File: src/rtl/bia_pkg.sv
// ----------------------------------------------------------------------------
// bia_pkg
// Shared types and constants of the bitmap ID allocator.
// ----------------------------------------------------------------------------
package bia_pkg;

    localparam int DEPTH   = 1024;
    localparam int AW      = $clog2(DEPTH);
    localparam int WORD_W  = 32;
    localparam int BW      = $clog2(WORD_W);
    localparam int WORDS   = DEPTH / WORD_W;
    localparam int WA      = AW - BW;
    localparam int CNT_W   = 11;
    localparam int ID_W    = 32;
    localparam int CFG_AW  = 2;

    typedef logic [1:0] t_req;
    localparam t_req REQ_ALLOC = 2'd0;
    localparam t_req REQ_FREE  = 2'd1;
    localparam t_req REQ_INIT  = 2'd2;

    typedef logic [1:0] t_status;
    localparam t_status ST_OK      = 2'd0;
    localparam t_status ST_NOFREE  = 2'd1;
    localparam t_status ST_INVALID = 2'd2;

    localparam logic [CFG_AW-1:0] CFG_TABLE_ENTRIES = 2'd0;
    localparam logic [CFG_AW-1:0] CFG_TOP_RSV       = 2'd1;
    localparam logic [CFG_AW-1:0] CFG_BOT_RSV       = 2'd2;
    localparam logic [CFG_AW-1:0] CFG_TAG_MASK      = 2'd3;

    typedef struct packed {
        logic [CNT_W-1:0] table_entries;
        logic [9:0]       top_rsv;
        logic [CNT_W-1:0] bot_rsv;
        logic [ID_W-1:0]  tag_mask;
    } t_cfg;

    typedef struct packed {
        logic              we;
        logic [WA-1:0]     waddr;
        logic [WORD_W-1:0] wdata;
        logic [WA-1:0]     raddr;
    } t_mem_req;

    typedef enum logic [8:0] {
        S_IDLE   = 9'b000000001,
        S_FF     = 9'b000000010,
        S_RD     = 9'b000000100,
        S_RND    = 9'b000001000,
        S_CHK    = 9'b000010000,
        S_RMW_RD = 9'b000100000,
        S_RMW_WR = 9'b001000000,
        S_INIT   = 9'b010000000,
        S_OUT    = 9'b100000000
    } t_state;

endpackage

File: src/rtl/bia_ifs.sv
// ----------------------------------------------------------------------------
// bia interfaces
// Request, response and configuration channels of the allocator.
// ----------------------------------------------------------------------------
interface bia_req_if;
    logic                      valid;
    logic                      ready;
    logic [1:0]                req_type;
    logic [bia_pkg::CNT_W-1:0] count;
    logic [bia_pkg::CNT_W-1:0] alignment;
    logic [bia_pkg::ID_W-1:0]  release_id;
    logic                      round_robin;
    modport source (output valid, req_type, count, alignment, release_id, round_robin,
                    input ready);
    modport sink (input valid, req_type, count, alignment, release_id, round_robin,
                  output ready);
endinterface

interface bia_rsp_if;
    logic                     valid;
    logic                     ready;
    logic [1:0]               status;
    logic [bia_pkg::ID_W-1:0] object_id;
    modport source (output valid, status, object_id, input ready);
    modport sink (input valid, status, object_id, output ready);
endinterface

interface bia_cfg_if;
    logic                       valid;
    logic                       ready;
    logic [bia_pkg::CFG_AW-1:0] addr;
    logic [bia_pkg::ID_W-1:0]   data;
    modport source (output valid, addr, data, input ready);
    modport sink (input valid, addr, data, output ready);
endinterface

File: src/rtl/bitmap_id_allocator.sv
// ----------------------------------------------------------------------------
// bitmap_id_allocator
// Hands out object IDs from a 1024-entry bitmap held in a word RAM.
//
// Channels: i_req carries one request per transaction (allocate, free, init),
// o_rsp returns exactly one status and object ID per request, i_cfg writes
// the four configuration registers (always ready; the user must write them
// only while idle, the block does not enforce it). One request is in work at
// a time; i_req is ready again once the response sits in the output register,
// so the next request can be taken while the receiver stalls on the previous response.
// Steps: an unknown request or invalid init goes straight to the response; init
// writes every RAM word; free read-modify-writes each touched 32-bit word;
// allocate scans one bit per cycle, pausing per RAM word fetched and per aligned
// candidate, up to two passes over the table, then read-modify-writes each word marked.
// The search speed is set by the single RAM read port and the one-bit step.
// Reset clears the bitmap (words never written read as zero), the search
// pointer, the tag and the configuration to its defaults.
// ----------------------------------------------------------------------------
module bitmap_id_allocator (
    input  logic      i_clk,
    input  logic      i_rst_n,
    bia_req_if.sink   i_req,
    bia_rsp_if.source o_rsp,
    bia_cfg_if.sink   i_cfg
);
    bia_pkg::t_cfg              r_cfg;
    bia_pkg::t_mem_req          mem_req;
    logic [bia_pkg::WORD_W-1:0] mem_rdata;

    assign i_cfg.ready = 1'b1;

    always_ff @(posedge i_clk) begin
        if (!i_rst_n) begin
            r_cfg.table_entries <= bia_pkg::CNT_W'(bia_pkg::DEPTH);
            r_cfg.top_rsv       <= '0;
            r_cfg.bot_rsv       <= '0;
            r_cfg.tag_mask      <= '0;
        end else if (i_cfg.valid) begin
            case (i_cfg.addr)
                bia_pkg::CFG_TABLE_ENTRIES: r_cfg.table_entries <= i_cfg.data[10:0];
                bia_pkg::CFG_TOP_RSV:       r_cfg.top_rsv       <= i_cfg.data[9:0];
                bia_pkg::CFG_BOT_RSV:       r_cfg.bot_rsv       <= i_cfg.data[10:0];
                bia_pkg::CFG_TAG_MASK:      r_cfg.tag_mask      <= i_cfg.data;
                default: begin
                end
            endcase
        end
    end

    bia_mem u_mem (
        .i_clk   (i_clk),
        .i_rst_n (i_rst_n),
        .i_req   (mem_req),
        .o_rdata (mem_rdata)
    );

    bia_ctrl u_ctrl (
        .i_clk       (i_clk),
        .i_rst_n     (i_rst_n),
        .i_cfg       (r_cfg),
        .i_req       (i_req),
        .o_rsp       (o_rsp),
        .o_mem       (mem_req),
        .i_mem_rdata (mem_rdata)
    );
endmodule

File: src/rtl/bia_mem.sv
// ----------------------------------------------------------------------------
// bia_mem
// Bitmap word RAM, one write and one registered read port; words that were
// never written read as zero.
// ----------------------------------------------------------------------------
module bia_mem (
    input  logic                           i_clk,
    input  logic                           i_rst_n,
    input  bia_pkg::t_mem_req              i_req,
    output logic [bia_pkg::WORD_W-1:0]     o_rdata
);
    logic [bia_pkg::WORD_W-1:0] r_mem [bia_pkg::WORDS];
    logic [bia_pkg::WORDS-1:0]  r_vld;
    logic [bia_pkg::WORD_W-1:0] r_rdata;
    logic                       r_rvld;

    always_ff @(posedge i_clk) begin
        if (i_req.we) begin
            r_mem[i_req.waddr] <= i_req.wdata;
        end
        r_rdata <= r_mem[i_req.raddr];
    end

    always_ff @(posedge i_clk) begin
        if (!i_rst_n) begin
            r_vld  <= '0;
            r_rvld <= 1'b0;
        end else begin
            if (i_req.we) begin
                r_vld[i_req.waddr] <= 1'b1;
            end
            r_rvld <= r_vld[i_req.raddr];
        end
    end

    assign o_rdata = r_rvld ? r_rdata : '0;
endmodule

File: src/rtl/bia_ctrl.sv
// ----------------------------------------------------------------------------
// bia_ctrl
// Request sequencer: next-fit search, range marking and clearing, table init.
// ----------------------------------------------------------------------------
module bia_ctrl (
    input  logic                        i_clk,
    input  logic                        i_rst_n,
    input  bia_pkg::t_cfg               i_cfg,
    bia_req_if.sink                     i_req,
    bia_rsp_if.source                   o_rsp,
    output bia_pkg::t_mem_req           o_mem,
    input  logic [bia_pkg::WORD_W-1:0]  i_mem_rdata
);
    localparam int CW = bia_pkg::CNT_W;
    localparam int AW = bia_pkg::AW;
    localparam int BW = bia_pkg::BW;
    localparam int WA = bia_pkg::WA;
    localparam int IW = bia_pkg::ID_W;
    localparam logic [CW-1:0] DEPTH_C = CW'(bia_pkg::DEPTH);

    bia_pkg::t_state r_state, n_state, r_ret, n_ret;
    logic [CW-1:0]   r_cnt, n_cnt, r_amask, n_amask, r_p, n_p, r_idx, n_idx;
    logic [CW-1:0]   r_end, n_end, r_lo, n_lo, r_hi, n_hi;
    logic            r_single, n_single, r_pass, n_pass, r_set, n_set;
    logic [AW-1:0]   r_ns, n_ns;
    logic [IW-1:0]   r_tag, n_tag, r_oid, n_oid;
    logic [1:0]      r_st, n_st;
    logic [bia_pkg::WORD_W-1:0] r_cw, n_cw;
    logic [WA-1:0]   r_cw_idx, n_cw_idx, r_w, n_w;
    logic            r_cw_ok, n_cw_ok;
    logic            r_ovld, n_ovld;
    logic [1:0]      r_ost, n_ost;
    logic [IW-1:0]   r_ooid, n_ooid;

    logic [CW-1:0]   ncap, m;
    logic [IW-1:0]   tag_rot;
    logic            hit, bitv;
    logic [bia_pkg::WORD_W-1:0] rmask;

    function automatic logic [bia_pkg::WORD_W-1:0] range_mask(
        input logic [WA-1:0] w, input logic [CW-1:0] lo, input logic [CW-1:0] hi);
        logic [bia_pkg::WORD_W-1:0] mk;
        logic [CW-1:0] pos;
        mk = '0;
        for (int b = 0; b < bia_pkg::WORD_W; b++) begin
            pos = {1'b0, w, BW'(b)};
            mk[b] = (pos >= lo) && (pos < hi);
        end
        return mk;
    endfunction

    assign ncap    = (i_cfg.table_entries > DEPTH_C) ? DEPTH_C : i_cfg.table_entries;
    assign m       = ({1'b0, i_cfg.top_rsv} >= ncap) ? '0
                     : ncap - {1'b0, i_cfg.top_rsv};
    assign tag_rot = (r_tag + {{(IW-CW){1'b0}}, m}
                      + {{(IW-10){1'b0}}, i_cfg.top_rsv}) & i_cfg.tag_mask;
    assign hit     = r_cw_ok && (r_cw_idx == r_p[AW-1:BW]);
    assign bitv    = r_cw[r_p[BW-1:0]];
    assign rmask   = range_mask(r_w, r_lo, r_hi);

    assign i_req.ready     = (r_state == bia_pkg::S_IDLE);
    assign o_rsp.valid     = r_ovld;
    assign o_rsp.status    = r_ost;
    assign o_rsp.object_id = r_ooid;

    always_comb begin
        logic [CW-1:0] align1, hm1, obj, nx;
        logic [CW:0]   sum12, idx12, ecnt;
        logic [CW+1:0] end13;
        logic [IW-1:0] fmask, base;
        logic [IW:0]   fend;
        n_state = r_state; n_ret = r_ret; n_cnt = r_cnt; n_amask = r_amask;
        n_p = r_p; n_idx = r_idx; n_end = r_end; n_lo = r_lo; n_hi = r_hi;
        n_single = r_single; n_pass = r_pass; n_set = r_set; n_ns = r_ns;
        n_tag = r_tag; n_oid = r_oid; n_st = r_st; n_cw = r_cw;
        n_cw_idx = r_cw_idx; n_w = r_w; n_cw_ok = r_cw_ok;
        n_ovld = r_ovld; n_ost = r_ost; n_ooid = r_ooid;
        o_mem.we = 1'b0; o_mem.waddr = r_w; o_mem.wdata = '0;
        o_mem.raddr = r_p[AW-1:BW];
        align1 = (i_req.alignment == '0) ? CW'(1) : i_req.alignment;
        sum12 = {1'b0, r_idx} + {1'b0, r_amask};
        idx12 = sum12 & ~{1'b0, r_amask};
        end13 = {1'b0, idx12} + {2'b0, r_cnt};
        hm1 = r_hi - CW'(1);
        obj = r_idx;
        nx = obj + CW'(1);
        ecnt = {1'b0, obj} + {1'b0, r_cnt};
        fmask = {{(IW-CW){1'b0}}, m} + {{(IW-10){1'b0}}, i_cfg.top_rsv} - IW'(1);
        base = i_req.release_id & fmask;
        fend = {1'b0, base} + {{(IW+1-CW){1'b0}}, i_req.count};

        if (o_rsp.ready) begin
            n_ovld = 1'b0;
        end

        case (r_state)
            bia_pkg::S_IDLE: begin
                if (i_req.valid) begin
                    n_cw_ok = 1'b0;
                    n_cnt = i_req.count;
                    n_st = bia_pkg::ST_OK;
                    n_oid = '0;
                    case (i_req.req_type)
                        bia_pkg::REQ_ALLOC: begin
                            n_amask = align1 - CW'(1);
                            n_single = (i_req.count == CW'(1)) && (align1 == CW'(1));
                            n_p = {1'b0, r_ns};
                            n_pass = 1'b0;
                            n_state = bia_pkg::S_FF;
                        end
                        bia_pkg::REQ_FREE: begin
                            if (!i_req.round_robin && (base < {{(IW-AW){1'b0}}, r_ns})) begin
                                n_ns = base[AW-1:0];
                            end
                            n_tag = tag_rot;
                            n_set = 1'b0;
                            n_lo = base[CW-1:0];
                            n_hi = (fend > {{(IW+1-CW){1'b0}}, DEPTH_C}) ? DEPTH_C
                                   : fend[CW-1:0];
                            n_w = base[AW-1:BW];
                            if (i_req.count == '0
                                || base >= {{(IW-CW){1'b0}}, DEPTH_C}) begin
                                n_state = bia_pkg::S_OUT;
                            end else begin
                                n_state = bia_pkg::S_RMW_RD;
                            end
                        end
                        bia_pkg::REQ_INIT: begin
                            if (i_cfg.table_entries == '0
                                || (i_cfg.table_entries
                                    & (i_cfg.table_entries - CW'(1))) != '0
                                || i_cfg.table_entries > DEPTH_C) begin
                                n_st = bia_pkg::ST_INVALID;
                                n_state = bia_pkg::S_OUT;
                            end else begin
                                n_ns = '0;
                                n_tag = '0;
                                n_lo = '0;
                                n_hi = (i_cfg.bot_rsv > DEPTH_C) ? DEPTH_C
                                       : i_cfg.bot_rsv;
                                n_w = '0;
                                n_state = bia_pkg::S_INIT;
                            end
                        end
                        default: begin
                            n_state = bia_pkg::S_OUT;
                        end
                    endcase
                end
            end
            bia_pkg::S_FF: begin
                if (r_p >= m) begin
                    n_idx = r_p;
                    n_state = bia_pkg::S_RND;
                end else if (!hit) begin
                    n_ret = bia_pkg::S_FF;
                    n_state = bia_pkg::S_RD;
                end else if (!bitv) begin
                    n_idx = r_p;
                    n_state = bia_pkg::S_RND;
                end else begin
                    n_p = r_p + CW'(1);
                end
            end
            bia_pkg::S_RD: begin
                n_cw = i_mem_rdata;
                n_cw_idx = r_p[AW-1:BW];
                n_cw_ok = 1'b1;
                n_state = r_ret;
            end
            bia_pkg::S_RND: begin
                if (end13 > {2'b0, m} || idx12 >= {1'b0, m}) begin
                    if (!r_pass) begin
                        n_tag = tag_rot;
                        n_pass = 1'b1;
                        n_p = '0;
                        n_state = bia_pkg::S_FF;
                    end else begin
                        n_st = bia_pkg::ST_NOFREE;
                        n_state = bia_pkg::S_OUT;
                    end
                end else begin
                    n_idx = idx12[CW-1:0];
                    n_end = end13[CW-1:0];
                    n_p = idx12[CW-1:0];
                    n_state = bia_pkg::S_CHK;
                end
            end
            bia_pkg::S_CHK: begin
                if (r_p == r_end) begin
                    n_oid = {{(IW-CW){1'b0}}, obj} | r_tag;
                    if (r_single) begin
                        n_ns = (nx == m) ? '0 : nx[AW-1:0];
                    end else if (obj[AW-1:0] == r_ns) begin
                        n_ns = (ecnt >= {1'b0, m}) ? '0 : ecnt[AW-1:0];
                    end
                    n_set = 1'b1;
                    n_lo = obj;
                    n_hi = ecnt[CW-1:0];
                    n_w = obj[AW-1:BW];
                    n_state = (r_cnt == '0) ? bia_pkg::S_OUT : bia_pkg::S_RMW_RD;
                end else if (!hit) begin
                    n_ret = bia_pkg::S_CHK;
                    n_state = bia_pkg::S_RD;
                end else if (bitv) begin
                    n_p = r_p + CW'(1);
                    n_state = bia_pkg::S_FF;
                end else begin
                    n_p = r_p + CW'(1);
                end
            end
            bia_pkg::S_RMW_RD: begin
                o_mem.raddr = r_w;
                n_state = bia_pkg::S_RMW_WR;
            end
            bia_pkg::S_RMW_WR: begin
                o_mem.we = 1'b1;
                o_mem.wdata = r_set ? (i_mem_rdata | rmask) : (i_mem_rdata & ~rmask);
                if (r_w == hm1[AW-1:BW]) begin
                    n_state = bia_pkg::S_OUT;
                end else begin
                    n_w = r_w + WA'(1);
                    n_state = bia_pkg::S_RMW_RD;
                end
            end
            bia_pkg::S_INIT: begin
                o_mem.we = 1'b1;
                o_mem.wdata = rmask;
                if (r_w == WA'(bia_pkg::WORDS - 1)) begin
                    n_state = bia_pkg::S_OUT;
                end else begin
                    n_w = r_w + WA'(1);
                end
            end
            bia_pkg::S_OUT: begin
                if (!r_ovld || o_rsp.ready) begin
                    n_ovld = 1'b1;
                    n_ost = r_st;
                    n_ooid = r_oid;
                    n_state = bia_pkg::S_IDLE;
                end
            end
            default: begin
                n_state = bia_pkg::S_IDLE;
            end
        endcase
    end

    always_ff @(posedge i_clk) begin
        if (!i_rst_n) begin
            r_state <= bia_pkg::S_IDLE;
            r_ret   <= bia_pkg::S_FF;
            r_ns    <= '0;
            r_tag   <= '0;
            r_cw_ok <= 1'b0;
            r_ovld  <= 1'b0;
        end else begin
            r_state <= n_state;
            r_ret   <= n_ret;
            r_ns    <= n_ns;
            r_tag   <= n_tag;
            r_cw_ok <= n_cw_ok;
            r_ovld  <= n_ovld;
        end
    end

    always_ff @(posedge i_clk) begin
        r_cnt <= n_cnt; r_amask <= n_amask; r_p <= n_p; r_idx <= n_idx;
        r_end <= n_end; r_lo <= n_lo; r_hi <= n_hi; r_single <= n_single;
        r_pass <= n_pass; r_set <= n_set; r_oid <= n_oid; r_st <= n_st;
        r_cw <= n_cw; r_cw_idx <= n_cw_idx; r_w <= n_w;
        r_ost <= n_ost; r_ooid <= n_ooid;
    end
endmodule

File: src/flat_wrapper.sv
// flat-port wrapper written by rule: the top's interface ports become plain ports
module bitmap_id_allocator_flat 
  (i_clk, i_rst_n, i_req_valid, i_req_req_type, i_req_count, i_req_alignment, i_req_release_id, i_req_round_robin, i_req_ready, o_rsp_valid, o_rsp_status, o_rsp_object_id, o_rsp_ready, i_cfg_valid, i_cfg_addr, i_cfg_data, i_cfg_ready);
  bia_req_if i_req_i ();
  bia_rsp_if o_rsp_i ();
  bia_cfg_if i_cfg_i ();
  input  logic i_clk;
  input  logic i_rst_n;
  input wire logic [$bits(i_req_i.valid)-1:0] i_req_valid;
  input wire logic [$bits(i_req_i.req_type)-1:0] i_req_req_type;
  input wire logic [$bits(i_req_i.count)-1:0] i_req_count;
  input wire logic [$bits(i_req_i.alignment)-1:0] i_req_alignment;
  input wire logic [$bits(i_req_i.release_id)-1:0] i_req_release_id;
  input wire logic [$bits(i_req_i.round_robin)-1:0] i_req_round_robin;
  output wire logic [$bits(i_req_i.ready)-1:0] i_req_ready;
  output wire logic [$bits(o_rsp_i.valid)-1:0] o_rsp_valid;
  output wire logic [$bits(o_rsp_i.status)-1:0] o_rsp_status;
  output wire logic [$bits(o_rsp_i.object_id)-1:0] o_rsp_object_id;
  input wire logic [$bits(o_rsp_i.ready)-1:0] o_rsp_ready;
  input wire logic [$bits(i_cfg_i.valid)-1:0] i_cfg_valid;
  input wire logic [$bits(i_cfg_i.addr)-1:0] i_cfg_addr;
  input wire logic [$bits(i_cfg_i.data)-1:0] i_cfg_data;
  output wire logic [$bits(i_cfg_i.ready)-1:0] i_cfg_ready;
  assign i_req_i.valid = i_req_valid;
  assign i_req_i.req_type = i_req_req_type;
  assign i_req_i.count = i_req_count;
  assign i_req_i.alignment = i_req_alignment;
  assign i_req_i.release_id = i_req_release_id;
  assign i_req_i.round_robin = i_req_round_robin;
  assign i_req_ready = i_req_i.ready;
  assign o_rsp_valid = o_rsp_i.valid;
  assign o_rsp_status = o_rsp_i.status;
  assign o_rsp_object_id = o_rsp_i.object_id;
  assign o_rsp_i.ready = o_rsp_ready;
  assign i_cfg_i.valid = i_cfg_valid;
  assign i_cfg_i.addr = i_cfg_addr;
  assign i_cfg_i.data = i_cfg_data;
  assign i_cfg_ready = i_cfg_i.ready;
  bitmap_id_allocator u_core (.i_clk(i_clk), .i_rst_n(i_rst_n), .i_req(i_req_i), .o_rsp(o_rsp_i), .i_cfg(i_cfg_i));
endmodule
File: config.mk
export PLATFORM = sky130hd
export DESIGN_NAME = bitmap_id_allocator_flat
export DESIGN_NICKNAME = d
export VERILOG_FILES = /design/src/rtl/bia_pkg.sv /design/src/rtl/bia_ifs.sv /design/src/rtl/bitmap_id_allocator.sv /design/src/rtl/bia_mem.sv /design/src/rtl/bia_ctrl.sv /design/src/flat_wrapper.sv
export SDC_FILE = /design/constraint.sdc
export NUM_CORES = 2
export LEC_CHECK = 0
export BUFFER_PORTS_ARGS = -buffer_cell sky130_fd_sc_hd__buf_2
export CAP_MARGIN = 20
export CORE_ASPECT_RATIO = 0.5
export CORE_MARGIN = 2
export CORE_UTILIZATION = 50
export CTS_CLUSTER_DIAMETER = 150
export CTS_CLUSTER_SIZE = 10
export DETAILED_ROUTE_END_ITERATION = 6
export HOLD_SLACK_MARGIN = 0.06
export MAX_ROUTING_LAYER = met4
export PLACE_DENSITY = 0.77
export SYNTH_ARGS = -nofsm -noshare
export SYNTH_HDL_FRONTEND = slang
export SYNTH_SLANG_ARGS = --single-unit
File: constraint.sdc
create_clock -name i_clk -period 8 [get_ports i_clk]
set_clock_uncertainty 0.15 [all_clocks]
set_input_delay 1.6 -clock i_clk [delete_from_list [all_inputs] [get_ports i_clk]]
set_output_delay 1.6 -clock i_clk [all_outputs]
set_load 0.05 [all_outputs]
* Yosys cells after proc, flatten, opt, wreduce, memory -nomap -nowiden
Memories as Yosys holds them, arrays and structs flattened. A register that Yosys moved wholly into a read port is not among the register bits.
Cells that the tools add are included.
** Operators by class
- Equal/unequal tests :: 50
- $lt $le $gt $ge :: 78
- Muxes and demuxes :: 110
- Bitwise operators :: 11
- Reductions and logical operators :: 79
- Add/sub/neg operators :: 15
** Operators with widths (count)
- $ge 10x11->1 :: 33
- $lt 10x11->1 :: 32
- $mux 11 :: 24
- $mux 32 :: 8
- $pmux 32 s2 :: 4
- $mux 9 :: 19
- $pmux 11 s2 :: 5
- $and 32x32->32 :: 3
- $pmux 9 s9 :: 1
- $mux 10 :: 8
- $or 32x32->32 :: 2
- $logic_not 11->1 :: 4
- $pmux 11 s4 :: 1
- $pmux 10 s2 :: 2
- $logic_and 1x1->1 :: 36
- $ne 2x2->1 const B :: 17
- $add 32x11->33 :: 1
- $gt 33x11->1 const B :: 1
- $add 32x10->32 :: 1
- $add 32x11->32 :: 1
- $ge 32x11->1 const B :: 1
- $lt 32x10->1 :: 1
- $not 32->32 :: 1
- $or 11x32->32 :: 1
- other kinds (64) :: 136
** Storage, ports and cells
- Output and inout bits :: 37
- Logic and storage cells :: 373
- Flip-flop bits (word level) :: 349
- Memories kept :: 1
- Input bits :: 96
- Bits in writable memories :: 1024
** Memory list
- u_core.u_mem.r_mem :: depth 32, width 32, rd ports 1, clocked after memory_dff 1, write ports 1, RTL line bia_mem.sv:12 : logic [bia_pkg::WORD_W-1:0] r_mem [bia_pkg::WORDS];

* Depth between registers and ports, before layout
- Depth in word-level cells :: 13
- Depth in mapped cells :: 33
- Gate-level depth less buffers :: 31

* Cells and area by module
Synthesis repeated with hierarchy kept, for this count alone.
** Unflattened totals
- Cell total of the unflattened synthesis :: 3901
- Area total of the unflattened synthesis :: 61876.8 um^2
** By module, submodules not included
- bia_mem :: area an instance 40986.8 um^2, cells each 1660, times used 1, sequential area each 32050.7 um^2
- bia_ctrl :: area an instance 18472.7 um^2, cells each 1993, times used 1, sequential area each 6806.5 um^2
- bitmap_id_allocator :: area an instance 2417.3 um^2, cells each 248, times used 1, sequential area each 1281.2 um^2

* Worst setup path before layout
Ideal clock, no wire load.
- Path kind :: register -> register
- Start :: register u_core.r_cfg[63] (netlist name)
- End :: register u_core.u_ctrl.r_hi[10] (data pin)
- Arrival time :: 6609 ps
- Buffers on the path :: 2
- Required time :: 7577 ps
- Stages on the path, launching flop included :: 32
- Period minus slack after synthesis :: 7033 ps
- Slack :: 967 ps
- Setup time :: 273 ps
- Cell sequence :: dfxtp_1 -> clkbuf_1 -> nor2b_1 -> ha_1 -> nor2b_1 -> o21ai_0 -> a21oi_1 -> o31a_1 -> nor2_1 -> nor2_1 -> nand2_1 -> ha_1 -> inv_1 -> ha_1 -> inv_1 -> fa_1 -> nor2b_1 -> nor3b_1 -> ha_1 -> o21a_1 -> a2111oi_0 -> a211oi_1 -> maj3_1 -> a21oi_1 -> o31ai_4 -> xnor2_1 -> o41ai_1 -> o2111a_1 -> nand4_1 -> a2111oi_2 -> buf_4 -> a221oi_1
** Between the ends
- Longest elaborated chain between the ends :: 13
- Elaborated cells on any way between the ends :: 14
- Those cells by class :: add/sub: 4; order compare: 3; mux: 6; bitwise: 1
** Ends and longest elaborated chain
- start: declaration :: RTL line bitmap_id_allocator.sv:26 : bia_pkg::t_cfg r_cfg;
- $gt 11x11->1 :: RTL line bia_ctrl.sv:52 : assign ncap = (i_cfg.table_entries > DEPTH_C) ? DEPTH_C : i_cfg.table_entries;
- $mux 11 * :: RTL line bia_ctrl.sv:52
- $sub 11x10->11 / $ge 10x11->1 (equally long branches) :: RTL line bia_ctrl.sv:54, bia_ctrl.sv:53
- $mux 11 * :: RTL line bia_ctrl.sv:53 : assign m = ({1'b0, i_cfg.top_rsv} >= ncap) ? '0
- $add 11x10->12 * :: RTL line bia_ctrl.sv:88 : fmask = {{(IW-CW){1'b0}}, m} + {{(IW-10){1'b0}}, i_cfg.top_rsv} - IW'(1);
- $sub 12x1->13 * :: RTL line bia_ctrl.sv:88
- $and 32x32->32 * :: RTL line bia_ctrl.sv:89 : base = i_req.release_id & fmask;
- $add 32x11->33 * :: RTL line bia_ctrl.sv:90 : fend = {1'b0, base} + {{(IW+1-CW){1'b0}}, i_req.count};
- $gt 33x11->1 :: RTL line bia_ctrl.sv:118 : n_hi = (fend > {{(IW+1-CW){1'b0}}, DEPTH_C}) ? DEPTH_C
- $mux 11 * :: RTL line bia_ctrl.sv:118
- $pmux 11 s2 * :: RTL line bia_ctrl.sv:103 : case (i_req.req_type)
- $mux 11 * :: RTL line bia_ctrl.sv:98 : if (i_req.valid) begin
- $pmux 11 s2 * :: RTL line bia_ctrl.sv:96 : case (r_state)
- via u_core.u_ctrl.n_hi[10] :: RTL line bia_ctrl.sv:23 : logic [CW-1:0] r_end, n_end, r_lo, n_lo, r_hi, n_hi;
- end signal: assignment :: RTL line bia_ctrl.sv:269 : r_end <= n_end; r_lo <= n_lo; r_hi <= n_hi; r_single <= n_single;
- end: declaration :: RTL line bia_ctrl.sv:23
The timed path passes the listed nets; every way through them passes the cells marked *. The select of a mux whose other input is x is not followed.
A chain may end at the register's enable or synchronous reset.

* Worst setup path in the final report
- Start :: register u_core.r_cfg[54] (netlist name)
- End :: register u_core.u_ctrl.r_hi[10] (data pin)
The elaborated chain is that of the path after synthesis.

==> out/metrics.cfg <==
[run_status]
status = finished clean

[final_layout]
layout-drive-gt1-share_pct = 10.3
final_core_util_pct = 56.9
fin_nets = 5940
regArea_um2 = 40100
final_area_um2 = 71600
area_growth_pct = 13.1
multi_input_area_um2 = 22000
fill_cells = 9759

[placed_design]
dpl-instance-area_um2 = 66500
io_buffer_count = 131
dp.final_hpwl_um = 111000
gp_congestion = 0.970

[power]
peakVddDrop_mv = 0.266
power_density_nw_per_um2 = 270
power.leakage_nw = 24.4

[synth]
synth-edff-count = 1214
ys_seq_area_share_pct = 63.4
synth_top_area_share_pct = 57.6
synth_area_leaders = edfxtp_1 58%, nand2_1 7.3%, dfxtp_1 5.8%
async_flop_share_pct = 0
yosys.area.top_type = edfxtp_1
ys_ff_latch = 1398
yosys_warnings = 0
syn_inst = 5552
synth_area_um2 = 63300
ys_types = 91
ys.flop_type = edfxtp_1
syn_area_per_cell_um2 = 11.4
syn_nets = 5820

[critical_path]
critPathRequiredTime_ns = 8.32
crit_top_cell = ha_1
r2r_slack_ns = 0.54
crit_type = reg2reg
slowest_delay_ns = 0.45
crit_arrival_ns = 7.78
r2r_start = u_core.r_cfg[54]
worstPathMaxFanout = 11
critPathLaunchType = flop
critPathSlowestCell = o41ai_1
cp-end-kind = flop
reg2reg_to = u_core.u_ctrl.r_hi[10]
worstRegToRegCells = 30

[timing]
setup_viol = 0
tns_ns = 0
finalCritPeriodShare_pct = 93.3
rsz0062_at_grt = false
worst_slew_pin_slew_ns = 1.21
slew_violations = 0
period_needed_ns = 7.46
hold_viol = 0
fmax_ghz = 0.134
slew_headroom_pct = 19.4

[clock_tree]
numCtsBuffers = 157
cts_tree = built
cts_buffer_depth = 3
cts-root-buf = clkbuf_16
htree_levels = 4
clk_pin_slew_ns = 0.06
clkSinkCount = 1398
clkLatencyLatePin_ns = 0.80

[grt]
grt_usage_pct = 28.8
antenna_found_initial = 4
overflow = 0
grt_pass1_wl_um = 274000
grt_pass1_vias = 43900
grt_max_degree = 169

[route]
drc_errors = 0
wl_um = 185000
drt-initial-drc-count = 6662
first_pass_iters = 6
via_per_inst = 6.18
final_antenna_net_count = 0
wl_per_cell_um = 24.8
vias = 46200

[die]
die_area_um2 = 130000
initial_core_util_pct = 50.3
core-area_um2 = 126000
die_w_um = 507
ios = 133
placementRows = 92
die_y_um = 256

[run]
maxCapViolCount = 0

[min_path]
whs_path_depth = 0
whs_endpoint = u_core.u_ctrl.o_rsp.object_id[2]
hold_class = reg2reg
hp-start = u_core.u_ctrl.r_oid[2]

==> metrics by stage <==
stage | setup slack (ns) | cells | power [mW] | hold WS, ns
floorplan | 0.967 | 5552 | 11.4 | 0.250
detailed placement | 0.350 | 7176 | 12.7 | 0.255
finish | 0.535 | 7480 | 19.3 | 0.256
CTS | 0.282 | 7445 | 19.3 | 0.261
global placement | 0.406 | 7169 | 12.6 | 0.252
global route | 0.00123 | 7478 | 20.1 | 0.271
==> per-layer routing <==
layer  part of all wire [%]  track usage, %
met1                     39            38.8
met2                     46            43.4
met3                     11            5.03
met4                    4.0            11.7
met5                      0               -
==> worst max-delay path: cells and delay by family (launching register included) <==
| family | cells | cell delay [ns] |
|---|---|---|
| and+or+nand+nor | 7 | 1.23 |
| xor gates and xnor gates | 1 | 0.15 |
| adders and majority gates | 6 | 1.90 |
| AOI/OAI and AO/OA | 12 | 2.81 |
| DFF | 1 | 0.37 |
| buffers and inverters | 4 | 0.53 |
==> cells by family (layout without fill, tap and decap cells) <==
group	count (synthesis)	in the layout	synth area share, %
AO/OA/AOI/OAI	1151	1151	12.0
XOR/XNOR	136	136	1.88
adder cells (fa/ha/maj)	176	176	3.66
buffers and inverters	464	694	2.77
flip-flops	1398	1398	63.4
multiplexers	81	81	1.51
other	1	7	0.00592
AND/OR/NAND/NOR	2145	2145	14.8
==> layout by cell type, fill, tap and decap left out, types with 80 or more instances in the layout <==
cell type	instances
a211oi_1	145
a21oi_1	236
a31oi_1	80
and2_1	187
buf_2	132
buf_4	109
clkbuf_1	96
clkbuf_16	157
dfxtp_1	183
edfxtp_1	1214
ha_1	155
inv_1	136
nand2_1	1237
nand3_1	186
nor2_1	254
o211ai_1	114
o21ai_0	260
xnor2_1	84
==> power by group <==
part / switching (mW) / internal (mW) / leakage [nW]
logic: 2.78 / 1.48 / 11.8
clock network: 2.92 / 3.69 / 2.18
registers: 0.291 / 8.19 / 10.4
==> area by class of cell <==
class,instances,share of cell area (%)
sequential,1398,56.0
multi-input combinational,3690,30.7
clock buffer,253,5.99
timing repair buffer,287,3.19
tap,1692,2.95
inverter,138,0.726
clock inverter,16,0.445
antenna,6,0.0210
==> state kept, by name, summed over array words and instances, names as in the netlist, 32 cells and up <==
| name | cells |
|---|---|
| u_core.u_ctrl.r_oid | 32 |
| u_core.u_ctrl.o_rsp.object_id | 32 |
| u_core.u_mem.r_mem | 1024 |
| u_core.r_cfg | 64 |
| u_core.u_mem.r_vld | 32 |
| u_core.u_mem.r_rdata | 32 |
| u_core.u_ctrl.r_tag | 32 |
| u_core.u_ctrl.r_cw | 32 |
==> cell usage after synthesis (7+ instances only) <==
library cell  instances
nand2b_1             14
nor2_1              288
a31oi_1              80
a311oi_1             71
o221ai_1             24
edfxtp_1           1214
nor3_1               43
inv_1               137
nor4_1               28
nand2_1            1237
nand4_1              31
o21bai_1             24
buf_1                50
mux4_2               10
nor2b_1              33
xnor2_1              84
mux2_2               11
o22ai_1              31
o2111ai_1            11
xor2_1               52
clkbuf_1            270
a221o_1              12
o21a_1               21
a21o_1               37
o21ai_0             264
and3_1               32
fa_1                 17
o211ai_1            114
dfxtp_1             184
a211oi_1            145
mux2i_1              59
nand3b_1              7
nand3_1             186
and2_1              187
or2_2                10
a21oi_1             238
ha_1                155
or3_1                 9
==> how the worst max path moves through the flow <==
stage / slack (ns) / cells past startpoint / endpoint / from
6_report: 0.54 / 30 / u_core.u_ctrl.r_hi[10] / u_core.r_cfg[54]
5_1_grt: 0.001 / 30 / u_core.u_ctrl.r_hi[10] / u_core.r_cfg[54]
4_1_cts: 0.28 / 30 / u_core.u_ctrl.r_hi[10] / u_core.r_cfg[63]
3_5_place_dp: 0.35 / 30 / u_core.u_ctrl.r_hi[10] / u_core.r_cfg[63]
3_3_place_gp: 0.41 / 30 / u_core.u_ctrl.r_hi[10] / u_core.r_cfg[63]
2_1_floorplan: 0.97 / 31 / u_core.u_ctrl.r_hi[10] / u_core.r_cfg[63]
==> repair_timing <==
action,in CTS,in global routing
endpoints found under the setup margin,0,11
resized for setup,0,5
setup buffers,0,0
hold buffers,0,0
hold endpoints to repair,0,0
No activity file was read; power rests on OpenSTA's default activity.
